`src/rtl/lsts_pkg.sv`:
```
// ----------------------------------------------------------------------------
// Line signal timer sequencer package
// Constants, codes, payload types and helpers shared by the sequencer files.
// ----------------------------------------------------------------------------
package lsts_pkg;

   localparam int CADENCE_DEPTH  = 16;
   localparam int CHUNK_SAMPLES  = 8;
   localparam int SAMPLES_PER_MS = 8;
   localparam int AFTERSTART_MS  = 100;
   localparam int AFTERKEWL_MS   = 300;
   localparam int RX_FLASH_MULT  = 8;

   localparam int TIMER_W    = 22;
   localparam int POS_W      = (CADENCE_DEPTH > 1) ? $clog2(CADENCE_DEPTH) : 1;
   localparam int CSR_IDX_W  = 3;
   localparam int CSR_DATA_W = 16;

   typedef logic [3:0] state_type;
   typedef logic [1:0] signal_type;
   typedef logic [2:0] event_type;
   typedef logic [1:0] req_kind_type;
   typedef logic [CSR_IDX_W-1:0] csr_index_type;

   // Transmit states. Loaded values above the last one are kept as they are.
   localparam state_type ST_ONHOOK     = 4'd0;
   localparam state_type ST_OFFHOOK    = 4'd1;
   localparam state_type ST_START      = 4'd2;
   localparam state_type ST_PREWINK    = 4'd3;
   localparam state_type ST_WINK       = 4'd4;
   localparam state_type ST_PREFLASH   = 4'd5;
   localparam state_type ST_FLASH      = 4'd6;
   localparam state_type ST_DEBOUNCE   = 4'd7;
   localparam state_type ST_AFTERSTART = 4'd8;
   localparam state_type ST_RINGON     = 4'd9;
   localparam state_type ST_RINGOFF    = 4'd10;
   localparam state_type ST_KEWL       = 4'd11;
   localparam state_type ST_AFTERKEWL  = 4'd12;

   localparam signal_type SIG_ONHOOK  = 2'd0;
   localparam signal_type SIG_OFFHOOK = 2'd1;
   localparam signal_type SIG_START   = 2'd2;

   localparam event_type EV_NONE         = 3'd0;
   localparam event_type EV_RINGERON     = 3'd1;
   localparam event_type EV_RINGEROFF    = 3'd2;
   localparam event_type EV_HOOKCOMPLETE = 3'd3;
   localparam event_type EV_ONHOOK       = 3'd4;

   localparam req_kind_type REQ_TICK    = 2'd0;
   localparam req_kind_type REQ_LOAD    = 2'd1;
   localparam req_kind_type REQ_CADENCE = 2'd2;

   localparam csr_index_type CSR_WINK_TIME       = 3'd0;
   localparam csr_index_type CSR_FLASH_TIME      = 3'd1;
   localparam csr_index_type CSR_RX_FLASH_TIME   = 3'd2;
   localparam csr_index_type CSR_ZONE_FIRST_CAD  = 3'd3;
   localparam csr_index_type CSR_ZONE_PAUSE      = 3'd4;
   localparam csr_index_type CSR_NONBLOCKING     = 3'd5;
   localparam csr_index_type CSR_KEWL_ONHOOK     = 3'd6;

   typedef struct packed {
      logic [1:0]  req_type;
      logic        rx_onhook;
      logic [3:0]  new_state;
      logic [1:0]  new_signal;
      logic [19:0] new_timer;
      logic [3:0]  cadence_index;
      logic [15:0] cadence_value;
   } req_payload_type;

   typedef struct packed {
      logic [3:0]  tx_state;
      logic [1:0]  tx_signal;
      logic [2:0]  event_res;
      logic        expired;
      logic        rx_timer_load;
      logic [18:0] rx_timer_value;
      logic [15:0] caller_id_timer;
   } rsp_payload_type;

   typedef struct packed {
      csr_index_type         index;
      logic [CSR_DATA_W-1:0] value;
   } csr_payload_type;

   typedef struct packed {
      logic [15:0] wink_time_ms;
      logic [15:0] flash_time_ms;
      logic [15:0] rx_flash_time_ms;
      logic [15:0] zone_first_cadence_ms;
      logic [15:0] zone_pause;
      logic        nonblocking;
      logic        kewl_onhook;
   } cfg_type;

   localparam cfg_type CFG_RESET = '{
      wink_time_ms:          16'd150,
      flash_time_ms:         16'd750,
      rx_flash_time_ms:      16'd1250,
      zone_first_cadence_ms: 16'd2000,
      zone_pause:            16'd0,
      nonblocking:           1'b0,
      kewl_onhook:           1'b0
   };

   // Duration in milliseconds to a timer load in samples.
   function automatic logic [TIMER_W-1:0] ms_to_samples(input logic [15:0] ms);
      logic [31:0] prod;
      prod = 32'(ms) * 32'(SAMPLES_PER_MS);
      return prod[TIMER_W-1:0];
   endfunction

endpackage

```
`src/rtl/lsts_if.sv`:
```
// ----------------------------------------------------------------------------
// Line signal timer sequencer channel interfaces
// Valid/ready channels for requests, results and register writes.
// ----------------------------------------------------------------------------
interface lsts_req_if;
   import lsts_pkg::*;
   logic            valid;
   logic            ready;
   req_payload_type data;
   modport source (output valid, output data, input ready);
   modport sink (input valid, input data, output ready);
endinterface

interface lsts_rsp_if;
   import lsts_pkg::*;
   logic            valid;
   logic            ready;
   rsp_payload_type data;
   modport source (output valid, output data, input ready);
   modport sink (input valid, input data, output ready);
endinterface

interface lsts_csr_if;
   import lsts_pkg::*;
   logic            valid;
   logic            ready;
   csr_payload_type data;
   modport source (output valid, output data, input ready);
   modport sink (input valid, input data, output ready);
endinterface

```
`src/rtl/line_signal_timer_sequencer_unit.sv`:
```
// ----------------------------------------------------------------------------
// Line signal timer sequencer unit
// Transmit hook-signalling sequencer for one phone line.
//
//   Channel  Direction  Carries
//   req_ch   in         tick, state/timer load or cadence entry write
//   rsp_ch   out        state, line signal, event and timer outputs
//   csr_ch   in         register index and write data
//
// Every request is handled in a single pass and one result is produced per
// request; a request can be taken in every cycle unless a result is stalled
// on rsp_ch. The result register frees up in the same cycle its transfer
// completes, so a stalled rsp_ch only holds off req_ch while a result is
// waiting. Reset is synchronous; the cadence table is cleared by it at once.
// Register writes are taken in every cycle outside reset.
// ----------------------------------------------------------------------------
module line_signal_timer_sequencer_unit (
   input logic        clock,
   input logic        reset,
   lsts_req_if.sink   req_ch,
   lsts_rsp_if.source rsp_ch,
   lsts_csr_if.sink   csr_ch
);
   import lsts_pkg::*;

   cfg_type         cfg;
   rsp_payload_type result;
   rsp_payload_type rsp_data_ff;
   logic            rsp_valid_ff, rsp_valid_in;
   logic            take;

   assign req_ch.ready = !reset && (!rsp_valid_ff || rsp_ch.ready);
   assign take         = req_ch.valid && req_ch.ready;
   assign rsp_ch.valid = rsp_valid_ff;
   assign rsp_ch.data  = rsp_data_ff;

   lsts_cfg_regs u_cfg (
      .clock  (clock),
      .reset  (reset),
      .csr_ch (csr_ch),
      .cfg    (cfg)
   );

   lsts_seq u_seq (
      .clock  (clock),
      .reset  (reset),
      .take   (take),
      .req    (req_ch.data),
      .cfg    (cfg),
      .result (result)
   );

   always_comb begin
      if (take) begin
         rsp_valid_in = 1'b1;
      end else if (rsp_ch.ready) begin
         rsp_valid_in = 1'b0;
      end else begin
         rsp_valid_in = rsp_valid_ff;
      end
   end

   always_ff @(posedge clock) begin
      if (reset) begin
         rsp_valid_ff <= 1'b0;
      end else begin
         rsp_valid_ff <= rsp_valid_in;
      end
   end

   always_ff @(posedge clock) begin
      if (take) begin
         rsp_data_ff <= result;
      end
   end

endmodule

```
`src/rtl/lsts_cfg_regs.sv`:
```
// ----------------------------------------------------------------------------
// Line signal timer sequencer configuration registers
// Takes register writes and holds the timing and option settings.
// ----------------------------------------------------------------------------
module lsts_cfg_regs (
   input  logic             clock,
   input  logic             reset,
   lsts_csr_if.sink         csr_ch,
   output lsts_pkg::cfg_type cfg
);
   import lsts_pkg::*;

   cfg_type cfg_ff;
   cfg_type cfg_in;

   assign csr_ch.ready = !reset;
   assign cfg          = cfg_ff;

   always_comb begin
      cfg_in = cfg_ff;
      if (csr_ch.valid && csr_ch.ready) begin
         unique case (csr_ch.data.index)
            CSR_WINK_TIME:      cfg_in.wink_time_ms          = csr_ch.data.value;
            CSR_FLASH_TIME:     cfg_in.flash_time_ms         = csr_ch.data.value;
            CSR_RX_FLASH_TIME:  cfg_in.rx_flash_time_ms      = csr_ch.data.value;
            CSR_ZONE_FIRST_CAD: cfg_in.zone_first_cadence_ms = csr_ch.data.value;
            CSR_ZONE_PAUSE:     cfg_in.zone_pause            = csr_ch.data.value;
            CSR_NONBLOCKING:    cfg_in.nonblocking           = csr_ch.data.value[0];
            CSR_KEWL_ONHOOK:    cfg_in.kewl_onhook           = csr_ch.data.value[0];
            default:            cfg_in = cfg_ff;
         endcase
      end
   end

   always_ff @(posedge clock) begin
      if (reset) begin
         cfg_ff <= CFG_RESET;
      end else begin
         cfg_ff <= cfg_in;
      end
   end

endmodule

```
`src/rtl/lsts_seq.sv`:
```
// ----------------------------------------------------------------------------
// Line signal timer sequencer core
// Holds the hook state, output timer and ring cadence, and works out the
// next state and the result of one request in a single pass.
// ----------------------------------------------------------------------------
module lsts_seq (
   input  logic                     clock,
   input  logic                     reset,
   input  logic                     take,
   input  lsts_pkg::req_payload_type req,
   input  lsts_pkg::cfg_type        cfg,
   output lsts_pkg::rsp_payload_type result
);
   import lsts_pkg::*;

   state_type          state_ff, state_in;
   signal_type         signal_ff, signal_in;
   logic [TIMER_W-1:0] timer_ff, timer_in;
   logic [POS_W-1:0]   pos_ff, pos_in;
   logic [15:0]        cid_ff, cid_in;
   logic [15:0]        cad_ff [CADENCE_DEPTH];

   logic [POS_W:0]     pos_inc;
   logic [POS_W-1:0]   pos_wrap;
   logic [15:0]        cad_entry;
   logic               cad_end;
   logic [POS_W-1:0]   cad_pos_next;
   logic [15:0]        cad_len;
   logic [POS_W+3:0]   widx;
   logic               cad_we;
   logic [31:0]        rx_prod;
   event_type          hook_ev;
   event_type          ev;
   logic               expired;
   logic               rx_load;

   // Step to the next cadence entry; an empty entry restarts at the zone default.
   always_comb begin
      pos_inc      = {1'b0, pos_ff} + (POS_W+1)'(1);
      pos_wrap     = (pos_inc >= (POS_W+1)'(CADENCE_DEPTH)) ? '0 : pos_inc[POS_W-1:0];
      cad_entry    = cad_ff[pos_wrap];
      cad_end      = (cad_entry == '0);
      cad_pos_next = cad_end ? '0 : pos_wrap;
      cad_len      = cad_end ? cfg.zone_first_cadence_ms : cad_entry;
   end

   assign rx_prod = 32'(cfg.rx_flash_time_ms) * 32'(RX_FLASH_MULT);
   assign hook_ev = cfg.nonblocking ? EV_HOOKCOMPLETE : EV_NONE;
   assign widx    = (POS_W+4)'(req.cadence_index);
   assign cad_we  = take && (req.req_type == REQ_CADENCE) &&
                    (widx < (POS_W+4)'(CADENCE_DEPTH));

   always_comb begin
      state_in  = state_ff;
      signal_in = signal_ff;
      timer_in  = timer_ff;
      pos_in    = pos_ff;
      cid_in    = cid_ff;
      ev        = EV_NONE;
      expired   = 1'b0;
      rx_load   = 1'b0;
      unique case (req.req_type)
         REQ_TICK: begin
            if (timer_ff != '0) begin
               if (timer_ff <= TIMER_W'(CHUNK_SAMPLES)) begin
                  expired  = 1'b1;
                  timer_in = '0;
                  unique case (state_ff)
                     ST_RINGOFF: begin
                        pos_in    = cad_pos_next;
                        signal_in = SIG_START;
                        state_in  = ST_RINGON;
                        timer_in  = ms_to_samples(cad_len);
                        ev        = EV_RINGERON;
                     end
                     ST_RINGON: begin
                        pos_in    = cad_pos_next;
                        cid_in    = cfg.zone_pause;
                        signal_in = SIG_OFFHOOK;
                        state_in  = ST_RINGOFF;
                        timer_in  = ms_to_samples(cad_len);
                        ev        = EV_RINGEROFF;
                     end
                     ST_START: begin
                        signal_in = SIG_OFFHOOK;
                        state_in  = ST_AFTERSTART;
                        timer_in  = ms_to_samples(16'(AFTERSTART_MS));
                     end
                     ST_PREWINK: begin
                        signal_in = SIG_OFFHOOK;
                        state_in  = ST_WINK;
                        timer_in  = ms_to_samples(cfg.wink_time_ms);
                     end
                     ST_WINK: begin
                        signal_in = SIG_ONHOOK;
                        state_in  = ST_ONHOOK;
                        ev        = hook_ev;
                     end
                     ST_PREFLASH: begin
                        signal_in = SIG_ONHOOK;
                        state_in  = ST_FLASH;
                        timer_in  = ms_to_samples(cfg.flash_time_ms);
                     end
                     ST_FLASH, ST_AFTERSTART: begin
                        signal_in = SIG_OFFHOOK;
                        state_in  = ST_OFFHOOK;
                        ev        = hook_ev;
                     end
                     ST_DEBOUNCE: begin
                        signal_in = SIG_OFFHOOK;
                        state_in  = ST_OFFHOOK;
                        rx_load   = req.rx_onhook;
                     end
                     ST_KEWL: begin
                        signal_in = SIG_ONHOOK;
                        state_in  = ST_AFTERKEWL;
                        timer_in  = ms_to_samples(16'(AFTERKEWL_MS));
                        ev        = hook_ev;
                     end
                     ST_AFTERKEWL: begin
                        state_in = ST_ONHOOK;
                        ev       = cfg.kewl_onhook ? EV_ONHOOK : EV_NONE;
                     end
                     default: begin
                        state_in = state_ff;
                     end
                  endcase
               end else begin
                  timer_in = timer_ff - TIMER_W'(CHUNK_SAMPLES);
               end
            end
         end
         REQ_LOAD: begin
            state_in  = req.new_state;
            signal_in = req.new_signal;
            timer_in  = TIMER_W'(req.new_timer);
         end
         default: begin
            state_in = state_ff;
         end
      endcase
   end

   always_comb begin
      result.tx_state        = state_in;
      result.tx_signal       = signal_in;
      result.event_res       = ev;
      result.expired         = expired;
      result.rx_timer_load   = rx_load;
      result.rx_timer_value  = rx_load ? rx_prod[18:0] : '0;
      result.caller_id_timer = cid_in;
   end

   always_ff @(posedge clock) begin
      if (reset) begin
         state_ff  <= ST_ONHOOK;
         signal_ff <= SIG_ONHOOK;
         timer_ff  <= '0;
         pos_ff    <= '0;
         cid_ff    <= '0;
      end else if (take) begin
         state_ff  <= state_in;
         signal_ff <= signal_in;
         timer_ff  <= timer_in;
         pos_ff    <= pos_in;
         cid_ff    <= cid_in;
      end
   end

   always_ff @(posedge clock) begin
      if (reset) begin
         for (int i = 0; i < CADENCE_DEPTH; i++) begin
            cad_ff[i] <= '0;
         end
      end else if (cad_we) begin
         cad_ff[widx[POS_W-1:0]] <= req.cadence_value;
      end
   end

endmodule

```
`src/flat_wrapper.sv`:
```
// flat-port wrapper written by rule: the top's interface ports become plain ports
module line_signal_timer_sequencer_unit_flat import lsts_pkg::*;
  (clock, reset, req_ch_valid, req_ch_data, req_ch_ready, rsp_ch_valid, rsp_ch_data, rsp_ch_ready, csr_ch_valid, csr_ch_data, csr_ch_ready);
  lsts_req_if req_ch_i ();
  lsts_rsp_if rsp_ch_i ();
  lsts_csr_if csr_ch_i ();
  input logic clock;
  input logic reset;
  input wire logic [$bits(req_ch_i.valid)-1:0] req_ch_valid;
  input wire logic [$bits(req_ch_i.data)-1:0] req_ch_data;
  output wire logic [$bits(req_ch_i.ready)-1:0] req_ch_ready;
  output wire logic [$bits(rsp_ch_i.valid)-1:0] rsp_ch_valid;
  output wire logic [$bits(rsp_ch_i.data)-1:0] rsp_ch_data;
  input wire logic [$bits(rsp_ch_i.ready)-1:0] rsp_ch_ready;
  input wire logic [$bits(csr_ch_i.valid)-1:0] csr_ch_valid;
  input wire logic [$bits(csr_ch_i.data)-1:0] csr_ch_data;
  output wire logic [$bits(csr_ch_i.ready)-1:0] csr_ch_ready;
  assign req_ch_i.valid = req_ch_valid;
  assign req_ch_i.data = req_ch_data;
  assign req_ch_ready = req_ch_i.ready;
  assign rsp_ch_valid = rsp_ch_i.valid;
  assign rsp_ch_data = rsp_ch_i.data;
  assign rsp_ch_i.ready = rsp_ch_ready;
  assign csr_ch_i.valid = csr_ch_valid;
  assign csr_ch_i.data = csr_ch_data;
  assign csr_ch_ready = csr_ch_i.ready;
  line_signal_timer_sequencer_unit u_core (.clock(clock), .reset(reset), .req_ch(req_ch_i), .rsp_ch(rsp_ch_i), .csr_ch(csr_ch_i));
endmodule
```
`config.mk`:
```
export PLATFORM = sky130hd
export DESIGN_NAME = line_signal_timer_sequencer_unit_flat
export DESIGN_NICKNAME = d
export VERILOG_FILES = /design/src/rtl/lsts_pkg.sv /design/src/rtl/lsts_if.sv /design/src/rtl/line_signal_timer_sequencer_unit.sv /design/src/rtl/lsts_cfg_regs.sv /design/src/rtl/lsts_seq.sv /design/src/flat_wrapper.sv
export SDC_FILE = /design/constraint.sdc
export NUM_CORES = 1
export LEC_CHECK = 0
export BUFFER_PORTS_ARGS = -buffer_cell sky130_fd_sc_hd__buf_4
export CORE_MARGIN = 2
export CORE_UTILIZATION = 35
export DETAILED_ROUTE_END_ITERATION = 12
export PLACE_DENSITY = 0.5
export RECOVER_POWER = 100
export SLEW_MARGIN = 10
export SYNTH_ARGS = -nofsm -noshare
export SYNTH_HDL_FRONTEND = slang
export SYNTH_SLANG_ARGS = --single-unit
```
`constraint.sdc`:
```
create_clock -name clock -period 6 [get_ports clock]
set_input_delay 1.2 -clock clock [delete_from_list [all_inputs] [get_ports clock]]
set_output_delay 1.2 -clock clock [all_outputs]
set_load 0.05 [all_outputs]
```
# --- After elaboration in Yosys (flattened, before gate mapping) ---
# Memories as Yosys holds them, arrays and structs flattened.
# Cells that the tools add are included.
# Widths: inputs -> output; s select.
classes:
  eq_ne: 20
  n_lt_le_gt_ge: 3
  mux: 37
  add_sub_neg: 2
  n_reduce_logical: 32
op_table:
  columns: ["operator", "n"]
  rows:
  - ["$mux 16", 6]
  - ["$pmux 19 s5", 1]
  - ["$mux 22", 2]
  - ["$pmux 22 s2", 1]
  - ["$pmux 4 s8", 1]
  - ["$le 22x4->1 const B", 1]
  - ["$reduce_bool 22->1", 1]
  - ["$sub 22x4->22 const B", 1]
  - ["$eq 4x4->1 const B", 5]
  - ["$mux 4", 5]
  - ["$eq 4x3->1 const B", 4]
  - ["$logic_not 16->1", 1]
  - ["$reduce_and 2->1", 8]
  - ["$reduce_or 16->1", 1]
  - ["$mux 1", 13]
  - ["$pmux 3 s4", 1]
  - ["$eq 3x3->1 const B", 3]
  - ["$eq 4x2->1 const B", 2]
  - ["$pmux 4 s2", 1]
  - ["$eq 3x2->1 const B", 2]
  - ["$mux 2", 3]
  - ["$pmux 2 s3", 1]
  - ["$reduce_and 3->1", 2]
  - ["$reduce_or 3->1", 2]
  - ["other kinds (19)", 26]
totals:
  mem_bits_rw: 256
  word_cells: 116
  register_bits: 177
  memories: 1
  out_inout_bits: 49
mem_list:
  columns: ["name", "depth", "word_bits", "rd", "rd_ports_with_merged_regs", "write_ports", "line_no", "text"]
  rows:
  - ["u_core.u_seq.cad_ff", 16, 16, 1, 0, 16, "lsts_seq.sv:21", "logic [15:0] cad_ff [CADENCE_DEPTH];"]

# --- Logic depth before layout (Yosys ltp) ---
depth:
  depth_word: 11
  ltp_mapped: 16

# --- Cells and area by module ---
# Synthesis repeated with hierarchy kept, for this count alone.
hier_totals:
  cells_unflattened: 1929
  area_unflattened_um2: 20571.0
by_module_without_submodules:
  columns: ["module", "cells_per_inst", "area_per_inst_um2", "instances", "seq_area_each_um2"]
  rows:
  - ["lsts_seq", 1497, 15994.1, 1, 8648.3]
  - ["lsts_cfg_regs", 381, 3135.5, 1, 1641.6]
  - ["line_signal_timer_sequencer_unit", 51, 1441.4, 1, 1401.3]

# --- Worst setup path after synthesis ---
# OpenSTA, ideal clock, no wires.
synth_timing:
  path_type: "input -> register"
  startpoint: "in rsp_ch_ready"
  endpoint: "mem u_core.u_seq.cad_ff[1][0] (enable)"
  arrival_ps: 4150
  slack_ps: 1438
  required_ps: 5589
  setup_time_ps: 411
  path_stages: 7
  path_cell_list: "nand2b_1 > nand3_1 > clkinv_1 > nand3_1 > or3_1 > clkbuf_1 > o21ai_0"
synth_rtl:
  columns: ["element", "line_no", "text"]
  rows:
  - ["start: declaration", "flat_wrapper.sv:14", "input wire logic [$bits(rsp_ch_i.ready)-1:0] rsp_ch_ready;"]
  - ["end: declaration", "lsts_seq.sv:21", null]

# --- Worst setup path after layout ---
layout_timing:
  startpoint: "reg u_core.u_seq.timer_ff[11]"
  endpoint: "reg u_core.u_seq.cid_ff[9]"
layout_between:
  elab_chain_len: 4
  word_cells_on_any_way: 5
  cone_classes: "order compare (1); mux (3); reduce/logical (1)"
layout_rtl:
  columns: ["element", "line_no", "text"]
  rows:
  - ["start: declaration", "lsts_seq.sv:18", "logic [TIMER_W-1:0] timer_ff, timer_in;"]
  - ["start signal: assignment", "lsts_seq.sv:164", "timer_ff <= timer_in;"]
  - ["$le 22x4->1", "lsts_seq.sv:65", "if (timer_ff <= TIMER_W'(CHUNK_SAMPLES)) begin"]
  - ["$mux 16", "lsts_seq.sv:65", null]
  - ["$mux 16 *", "lsts_seq.sv:64", "if (timer_ff != '0) begin"]
  - ["$mux 16 *", "lsts_seq.sv:62", "unique case (req.req_type)"]
  - ["end signal: assignment", "lsts_seq.sv:166", "cid_ff <= cid_in;"]
  - ["end: declaration", "lsts_seq.sv:20", "logic [15:0] cid_ff, cid_in;"]
# Mark *: on every way between the ends. The rest lies on a longest branch, timed or not.
# A chain may end at the register's enable or synchronous reset.

==> run_results.csv <==
group,metric,value,unit
outcome,outcome,"finished with violations",
outcome,violations,"max-capacitance violations, max-slew violations",
cells_and_area,diodes,0,
synthesis,synth-edff-count,299,
global_route,track_usage,21.3,%
placed_design,dp_hpwl,42500,microns
cts,cts_resized,0,
synthesis,ys_seq_area_share,58.3,%
pwr,seqPwrFrac,49.8,%
synthesis,synth_top_family_by_area,"simple AND/OR/NAND/NOR gates",
synthesis,synthesis.instances,1871,
synthesis,synth_compound_area_share,11.7,%
floorplanning,num_rows,87,
cells_and_area,stdcell_count,2750,
global_route,grt_max_degree,51,
sta,finalHoldViolations,0,
sta,finalSetupViolations,0,
sta,max_freq,206,MHz
global_route,grt_pass1_wl,94200,microns
pwr,combPwrFrac,7.4,%
synthesis,synth_seq_cells,430,
placed_design,io_buffers,118,
global_route,first_global_vias,14300,
drt,num_vias,14800,
synthesis,synthAdderAreaFrac,0.176,%
cells_and_area,drive_gt1_share,10.8,%
worst_setup_path,end_kind,"flip-flop",
floorplanning,die_w,242,microns
synthesis,synth_area_leader_cell,"edfxtp_1",
worst_setup_path,crit_required,6.45,ns
floorplanning,dieArea,58700,sq um
pwr,finalPower,6.59,mW
placed_design,place_congestion,0.921,
drt,drt_first_iter_violations,1461,
global_route,grt_overflow,0,
sta,fin_setup_tns,0,ns
sta,setup_slack,1.15,ns
sta,min_period,4.85,ns
worst_setup_path,setup.worst_path.start_class,"flip-flop",
pwr,pwr-share-clk,42.8,%
synthesis,synth_top_area_share,45.2,%
sta,slew_viol_final,17,
synthesis,ys_top_cells_by_area,"edfxtp_1 (45%), dfxtp_1 (13%), and2_1 (8.7%), nand2_1 (5.1%), a21oi_1 (2.7%)",
global_route,antenna_found_initial,2,
drt,drc_errors,0,
drt,viasPerCell,5.37,
worst_setup_path,path_class,"reg2reg",
cts,cts_root_buffer,"clkbuf_16",
floorplanning,core_area,56300,sq um
drt,drt_first_pass_iters,5,
cells_and_area,nets,2030,
pwr,powerDensity,290,nW/um^2
cts,tritoncts,"yes",
synthesis,synthDistinctLibCells,75,
placed_design,dp_worst_setup_slack,1.73,ns
sta,rsz0062_at_grt,"false",
sta,worst_slew_pin_slew,1.62,ns
cts,cts_sinks,430,
synthesis,syn_area,19900,sq um
cts,clk_path_buf_depth,3,
cts,ctsHoldBuffers,0,
cells_and_area,num-fill-cells,5522,
worst_hold_path,min_path_type,"reg2reg",
drt,post_drt_wl_per_cell,23.1,microns
synthesis,muxShareOfSynthArea,4.25,%
synthesis,syn_avg_cell_area,10.6,sq um
pwr,power.switching,1.62,mW
floorplanning,start_util,35.3,%
cts,htreeDepth,2,
pwr,power.internal,4.97,mW
synthesis,async_flop_share,0,%
sta,fin_crit_sh,80.8,%
pwr,p_leak,8.11,nW
pwr,netSwitchingFraction,24.6,%
worst_setup_path,crit_arrival,5.29,ns
sta,relSlewSlack,-7.67,%
floorplanning,ioPinCount,122,
pwr,peakVddDrop,205,uV
drt,final_antenna_net_count,0,
cts,post_cts_buffers,0,
worst_hold_path,worstHoldPathCells,2,
drt,routed_wl,63600,microns
worst_setup_path,crit_fanout,32,
floorplanning,die_h,242,microns
cts,numCtsBuffers,48,
cts,clk_latency,0.59,ns
synthesis,synthXorXnorAreaFrac,0.837,%
synthesis,synth_flop_cell,"edfxtp_1",
cells_and_area,syn_to_final_growth,14.5,%
cts,path_clk_slew,0.06,ns
synthesis,ys_warn_count,0,
worst_setup_path,reg2reg_depth,9,
synthesis,synthSimpleGateAreaFrac,21.3,%
sta,skew,0.0275,ns
placed_design,placed_cells,2661,
run,drv_cap,1,
## synth_stat cells (6+ instances only)
| cell type | number |
|---|---|
| a211oi_1 | 14 |
| or2_2 | 11 |
| inv_1 | 25 |
| or3_1 | 8 |
| mux2_2 | 14 |
| mux2_4 | 10 |
| nor2_1 | 114 |
| o211ai_1 | 11 |
| mux4_2 | 15 |
| xnor2_1 | 6 |
| a222oi_1 | 12 |
| o221ai_1 | 9 |
| mux2i_1 | 20 |
| nand2_1 | 272 |
| a2bb2oi_1 | 6 |
| o21ai_0 | 47 |
| xor2_1 | 13 |
| o22ai_1 | 20 |
| clkbuf_1 | 108 |
| and3_1 | 8 |
| edfxtp_1 | 299 |
| a221oi_1 | 7 |
| a21oi_1 | 108 |
| nand2b_1 | 10 |
| a221o_1 | 6 |
| nor3_1 | 40 |
| dfxtp_1 | 131 |
| o31a_1 | 11 |
| nor2b_1 | 6 |
| a31oi_1 | 15 |
| nand3_1 | 63 |
| o31ai_1 | 6 |
| buf_2 | 9 |
| and2_1 | 276 |
| o21a_1 | 6 |
| a22o_1 | 7 |
| nand4_1 | 6 |
| buf_1 | 14 |
| a22oi_1 | 10 |
| o21ai_1 | 17 |
## layer usage
metal  up-vias  track usage, %  part of all wire, %
li1       6867               -                    -
met1      7346            28.4                   43
met2       459            35.7                   49
met3        90            3.04                  5.6
met4         0            6.97                  2.7
met5         -               0                    0
## flip-flops by register name, summed over array words and instances (netlist names)
register,cells
u_core.rsp_ch.valid,1
u_core.u_cfg.cfg,82
u_core.u_seq.timer_ff,22
u_core.u_seq.signal_ff,2
u_core.rsp_ch.data,43
u_core.u_seq.pos_ff,4
u_core.u_seq.cad_ff,256
u_core.u_seq.state_ff,4
u_core.u_seq.cid_ff,16
## cells in the final DEF (no fill, tap or decap), types with 63 or more instances in the layout
cell	netlist	final
edfxtp_1	299	299
nand2_1	272	272
and2_0	2	147
and2_1	276	131
dfxtp_1	131	130
nor2_1	114	114
a21oi_1	108	108
buf_4	4	97
clkbuf_1	108	84
nand3_1	63	63
o21ai_0	47	63
## power groups by stage
stage	Combinational, mW	Clock (mW)	Sequential, mW
after detailed placement	0.507	0	3.35
after CTS	0.509	2.87	3.28
final	0.487	2.82	3.29
after global routing	0.524	2.99	3.29
after floorplan	0.270	0	3.37
after global placement	0.506	0	3.35
## logic make-up after synthesis
family / Yosys count
and+or+nand+nor: 842
adders and majority gates: 3
AOI/OAI and AO/OA: 352
DFF: 430
other: 1
buffers and inverters: 165
xor gates and xnor gates: 19
muxes: 59
## cell type report
| type | instances | area, sq um | area share, % |
|---|---|---|---|
| clock inverter | 24 | 143 | 0.627 |
| clock buffer | 65 | 1350 | 5.93 |
| timing repair buffer | 171 | 1010 | 4.43 |
| tap | 756 | 946 | 4.16 |
| sequential | 430 | 11600 | 51.0 |
| inverter | 26 | 97.6 | 0.429 |
| multi-input combinational | 1278 | 7610 | 33.5 |
## path summary, 6_finish.rpt
| path | from | endpoint | slack (ns) |
|---|---|---|---|
| min | u_core.u_cfg.cfg[49] | u_core.u_cfg.cfg[49] | 0.45 |
| max | u_core.u_seq.timer_ff[11] | u_core.u_seq.cid_ff[9] | 1.15 |
| max reg2reg | u_core.u_seq.timer_ff[11] | u_core.u_seq.cid_ff[9] | 1.15 |
| min reg2reg | u_core.u_cfg.cfg[49] | u_core.u_cfg.cfg[49] | 0.45 |
## through the flow
step                util [%]  instance area, sq um  hold slack (ns)
detailed placement      38.4                 21600            0.440
finish                  40.4                 22800            0.450
floorplan                  -                 19900            0.425
CTS                     41.0                 23100            0.449
global route            40.4                 22800            0.468
global placement        38.4                 21600            0.433
## worst max-delay path: stages (launching register included)
cell	delay (ns)
dfxtp_1	0.36
or4_1	0.65
or4_1	0.64
nor3_4	0.18
clkbuf_1	0.62
nand2_1	0.21
or3_1	0.50
or4_4	0.71
nor2_4	0.59
o21ai_0	0.20
Power figures use the tool's default switching activity.
